--- src/hw/rtl/pcr_div.sv ---
// Pipelined restoring divider, NS register stages, several quotient bits per stage.
// Requires dividend >> QW to be below divisor. No package dependencies.
module pcr_div #(
	parameter int QW = 36,
	parameter int DW = 17,
	parameter int NS = 8
) (
	input  logic             clk,
	input  logic             en,
	input  logic [QW+DW-1:0] dividend,
	input  logic [DW-1:0]    divisor,
	output logic [QW-1:0]    quotient,
	output logic             rem_nz
);

	localparam int BPS = (QW + NS - 1) / NS;

	logic [DW-1:0] rem_s  [NS];
	logic [QW-1:0] work_s [NS];
	logic [DW-1:0] dvs_s  [NS];

	for (genvar s = 0; s < NS; s++) begin : g_stage
		logic [DW-1:0] rem_in;
		logic [DW-1:0] dvs_in;
		logic [QW-1:0] work_in;
		logic [DW-1:0] rem_nx;
		logic [QW-1:0] work_nx;
		logic [DW:0]   trial;

		if (s == 0) begin : g_first
			assign rem_in  = dividend[QW+DW-1:QW];
			assign work_in = dividend[QW-1:0];
			assign dvs_in  = divisor;
		end else begin : g_next
			assign rem_in  = rem_s[s-1];
			assign work_in = work_s[s-1];
			assign dvs_in  = dvs_s[s-1];
		end

		// dividend bits leave the top of work, quotient bits enter at the bottom
		always_comb begin
			rem_nx  = rem_in;
			work_nx = work_in;
			trial   = '0;
			for (int j = 0; j < BPS; j++) begin
				if (s * BPS + j < QW) begin
					trial   = {rem_nx, work_nx[QW-1]};
					work_nx = {work_nx[QW-2:0], 1'b0};
					if (trial >= {1'b0, dvs_in}) begin
						trial      = trial - {1'b0, dvs_in};
						work_nx[0] = 1'b1;
					end
					rem_nx = trial[DW-1:0];
				end
			end
		end

		always_ff @(posedge clk) begin
			if (en) begin
				rem_s[s]  <= rem_nx;
				work_s[s] <= work_nx;
				dvs_s[s]  <= dvs_in;
			end
		end
	end

	assign quotient = work_s[NS-1];
	assign rem_nz   = |rem_s[NS-1];

endmodule

--- config.mk ---
export PLATFORM = sky130hd
export DESIGN_NAME = pcr_div
export DESIGN_NICKNAME = d
export VERILOG_FILES = /design/src/hw/rtl/pcr_div.sv
export SDC_FILE = /design/constraint.sdc
export NUM_CORES = 2
export LEC_CHECK = 0
export BUFFER_PORTS_ARGS = -buffer_cell sky130_fd_sc_hd__buf_4
export CAP_MARGIN = 40
export CORE_MARGIN = 2
export CORE_UTILIZATION = 45
export DETAILED_ROUTE_END_ITERATION = 12
export GPL_ROUTABILITY_DRIVEN = 0
export REMOVE_ABC_BUFFERS = 1
export SYNTH_ARGS = -nofsm -noshare
export SYNTH_HDL_FRONTEND = slang
export SYNTH_SLANG_ARGS = --single-unit
export TNS_END_PERCENT = 100
--- constraint.sdc ---
create_clock -name clk -period 14.4 [get_ports clk]
set_input_delay 2.88 -clock clk [delete_from_list [all_inputs] [get_ports clk]]
set_output_delay 2.88 -clock clk [all_outputs]
set_load 0.1 [all_outputs]
Yosys cells after proc, flatten, opt, wreduce, memory -nomap -nowiden:

Memories as Yosys holds them, arrays and structs flattened.
Index checks and enable logic that the tools add are counted.
W data, S select, Z words.

* register bits after elaboration: 0
* memory bits (writable): 560
* input port bits: 72
* word-level logic and storage cells: 150
* memories: 3

* $add $sub $neg: 36
* $lt $le $gt $ge: 36
* mux-type cells: 74
* reduce and logical (&&, ||, !) cells: 1

Memories
* work_s: depth 8, width 36, rd ports 8, clocked after Yosys merged registers in 0, wr ports 8, RTL line 19 `logic [QW-1:0] work_s [NS];`
* dvs_s: depth 8, width 17, rd ports 7, clocked after Yosys merged registers in 0, wr ports 8, RTL line 20 `logic [DW-1:0] dvs_s [NS];`
* rem_s: depth 8, width 17, rd ports 8, clocked after Yosys merged registers in 0, wr ports 8, RTL line 18 `logic [DW-1:0] rem_s [NS];`

Operators with widths (count)
* $ge A18 B17 Y1: 36
* $mux W17: 36
* $sub A17 B17 Y17: 36
* $mux W1: 38
* $reduce_or A17 Y1: 1

Longest topological paths before layout:

An unclocked memory read counts as a cell.

* depth after elaboration: 11
* mapped depth: 66
* depth with buffers taken out: 58

Least setup slack after synthesis:

OpenSTA, ideal clock, no wires.

* kind: input to register
* start: in dividend[35]
* end: mem rem_s[0][2] (data pin)
* setup time: 282 ps
* arrival time: 14754 ps
* setup slack: -636 ps
* stages: 59
* cell sequence: inv_1 -> ha_1 -> inv_1 -> fa_1 -> a211oi_1 -> o21ai_1 -> and3_1 -> clkbuf_1 -> o21ai_2 -> clkbuf_1 -> a21oi_1 -> fa_1 -> nand2b_1 -> a211oi_1 -> o311ai_1 -> a31o_2 -> nand2b_1 -> or3_1 -> [... 23 more ...] -> nand4bb_1 -> nand2_1 -> buf_2 -> buf_2 -> o21ai_0 -> fa_1 -> a211o_1 -> a21oi_1 -> o21ai_0 -> a21oi_1 -> a21oi_1 -> nor3_1 -> nor2_1 -> or2_2 -> buf_1 -> and3b_1 -> buf_1 -> a222oi_1

RTL lines
* start: declaration: RTL line 10 `input logic [QW+DW-1:0] dividend,`
* end: declaration: RTL line 18

==> flow_metrics.env <==
export IMPL_syn_avg_cell_area_sq_um=9.215
export IMPL_worst_path_buf_inv=11
export IMPL_syn_area_sq_um=52920
export IMPL_cpMaxStageDelayCell="or3_1"
export IMPL_routed_wl_microns=146100
export IMPL_cts_tree="yes"
export IMPL_clockBufferDepth=3
export IMPL_clkLatencyLatePin_ns=0.64
export IMPL_critPathKind="in2reg"
export IMPL_status="finished, final reports clean"
export IMPL_vias_per_cell=5.898
export IMPL_grt_max_degree=161
export IMPL_finClkSkew_ns=0.02657
export IMPL_synthTopCellsByArea="edfxtp_1, ha_1, xnor2_1"
export IMPL_hold_depth=0
export IMPL_crit_fanout=17
export IMPL_final_cell_count_no_fill=7632
export IMPL_die_h_microns=346.9
export IMPL_synth_common_cells="ha_1, edfxtp_1, a21oi_1"
export IMPL_dpl_hpwl_microns=116000
export IMPL_crit_family="compound AO/OA/AOI/OAI gates"
export IMPL_firstDrtPassIters=6
export IMPL_min_period_ns=13.72
export IMPL_synth_seq_area_share_pct=30.81
export IMPL_via_count=45020
export IMPL_cts_num_sinks=543
export IMPL_preCtsSetupSlack_ns=-0.2828
export IMPL_cpMostUsedCell="buf_4"
export IMPL_synth_top_cell_area_share_pct=30.81
export IMPL_critPathArrivalTime_ns=14.10
export IMPL_cpPeakStageDelay_ns=0.47
export IMPL_track_usage_pct=23.34
export IMPL_synthArstFlopShare_pct=0
export IMPL_synth_edf_count=543
export IMPL_ios=109
export IMPL_wl_per_cell_microns=19.14
export IMPL_rr_worst_depth=59
export IMPL_clkTransAtPathRegs_ns=0.06
export IMPL_ys_types=104
export IMPL_rr_startpoint="work_s[0][143]$_DFFE_PP_"
export IMPL_die_area_sq_um=120400
export IMPL_antenna_found_initial=1
export IMPL_cts_buffers=68
export IMPL_dp_cells=7500
export IMPL_die_x_microns=346.9
export IMPL_whs_ns=0.4050
export IMPL_coreArea_sq_um=116400
export IMPL_crit_start="dividend[35]"
export IMPL_timing_slew_headroom_pct=40.40
export IMPL_yosys_warnings=0
export IMPL_worstPathRequired_ns=14.78
export IMPL_synth_top_area_cell="edfxtp_1"
export IMPL_initial_core_util_pct=45.48
export IMPL_maxSlewViolCount=0
export IMPL_setup_viol=0
export IMPL_yosys_cell_count_top_type="ha_1"
export IMPL_drc=0
export IMPL_min_path_type="reg2reg"
export IMPL_rows=125
export IMPL_yosys_register_bits=543
export IMPL_holdCritStartpoint="work_s[0][84]$_DFFE_PP_"
export IMPL_cts_root_buf="clkbuf_16"
export IMPL_path_depth=58
export IMPL_synth_flop_cell="edfxtp_1"
export IMPL_drive_gt1_share_pct=12.97
export IMPL_synthCells=5743
export IMPL_portBuffers=108
export IMPL_start_kind="input pin"
export IMPL_syn_to_final_growth_pct=12.69
export IMPL_ant_nets=0
export IMPL_fin_nets=6775
export IMPL_drtIter0Drc=3526
export IMPL_grt_first_pass_wirelength_microns=227500
export IMPL_overflow=0
export IMPL_setup_slack_ns=0.6788
export IMPL_hold_viol=0
export IMPL_crit_path_end_kind="flop"
export IMPL_grt_pass1_vias=41950
export IMPL_layout_worst_path_cycle_share_pct=95.29
export IMPL_max_freq_mhz=72.88
export IMPL_cts_htree_levels=3
export IMPL_cap_violations=0
export IMPL_tightest_slew_ns=0.8940
## worst paths after layout
check / slack [ns] / end
worst max-delay path: 0.68 / rem_s[0][6]$_DFFE_PP_
worst min-delay path: 0.41 / work_s[0][125]$_DFFE_PP_
worst max register to register: 0.71 / rem_s[1][16]$_DFFE_PP_
worst min register to register: 0.41 / work_s[0][125]$_DFFE_PP_
## registers in the layout, summed over array words and instances (netlist names)
| register | cells |
|---|---|
| work_s | 288 |
| rem_s | 136 |
| dvs_s | 119 |
## stage by stage
step | TNS (ns) | utilization (%) | instance area, sq um
6_report | 0 | 51.25 | 59640
5_1_grt | -0.1112 | 51.25 | 59640
4_1_cts | 0 | 51.03 | 59370
3_5_place_dp | -3.944 | 49.10 | 57130
3_3_place_gp | -2.627 | 49.03 | 57050
2_1_floorplan | -12.34 | - | 52430
## layout make-up
class,instances,area (sq um)
Tap cell,1524,1907
Fill cell,10770,56730
Sequential cell,543,16310
Antenna cell,1,2.502
Multi-Input combinational cell,4692,34820
Timing Repair Buffer,358,2872
Inverter,392,1481
Clock buffer,76,1753
Clock inverter,46,491.7
## logic make-up after synthesis
| kind of cell | Yosys count | share of synthesized area (%) |
|---|---|---|
| xor gates and xnor gates | 443 | 7.332 |
| DFF | 543 | 30.81 |
| and+or+nand+nor | 1608 | 15.14 |
| adders and majority gates | 648 | 15.83 |
| buffers and inverters | 508 | 3.721 |
| AOI/OAI and AO/OA | 1707 | 21.28 |
| muxes | 286 | 5.882 |
## worst register-to-register path, delay by kind of cell, from the launching register on
kind                     cells  cell delay (ns)
AO/OA/AOI/OAI               32             7.13
adder cells (fa/ha/maj)      6             2.19
buffers and inverters        9             1.43
AND/OR/NAND/NOR             11             1.80
multiplexers                 1             0.32
flip-flops                   1             0.52
## timing repair
| item | 4_1_cts | 5_1_grt |
|---|---|---|
| gates resized for setup | 0 | 59 |
| endpoints found under the setup margin | 0 | 124 |
| setup buffers | 0 | 9 |
| hold buffers | 0 | 0 |
| hold endpoints to repair | 0 | 0 |
## cells in the final DEF, fill, tap and decap left out, types with 95 or more instances in the layout
master and count:
nor2_1 396, o21a_1 95, a21o_1 171, edfxtp_1 543, inv_1 377, o21ai_0 335
xor2_1 156, nor3_1 149, a21oi_1 475, buf_4 344, xnor2_1 287, nand3_1 129
mux2_2 194, ha_1 612, nand2_1 364
## layer usage
layer | routed length (microns) | global-route usage, % | part of all wire (%) | vias up
met1 | 70480 | 33.53 | 48 | 21400
li1 | - | - | - | 22330
met3 | 7243 | 2.855 | 5.0 | 189
met5 | 0 | 0 | 0 | -
met2 | 65080 | 37.06 | 45 | 1104
met4 | 3302 | 6.051 | 2.3 | 0
Power is not shown: default switching activity piles up to over one toggle a cycle in this logic, so the estimate is an artifact.
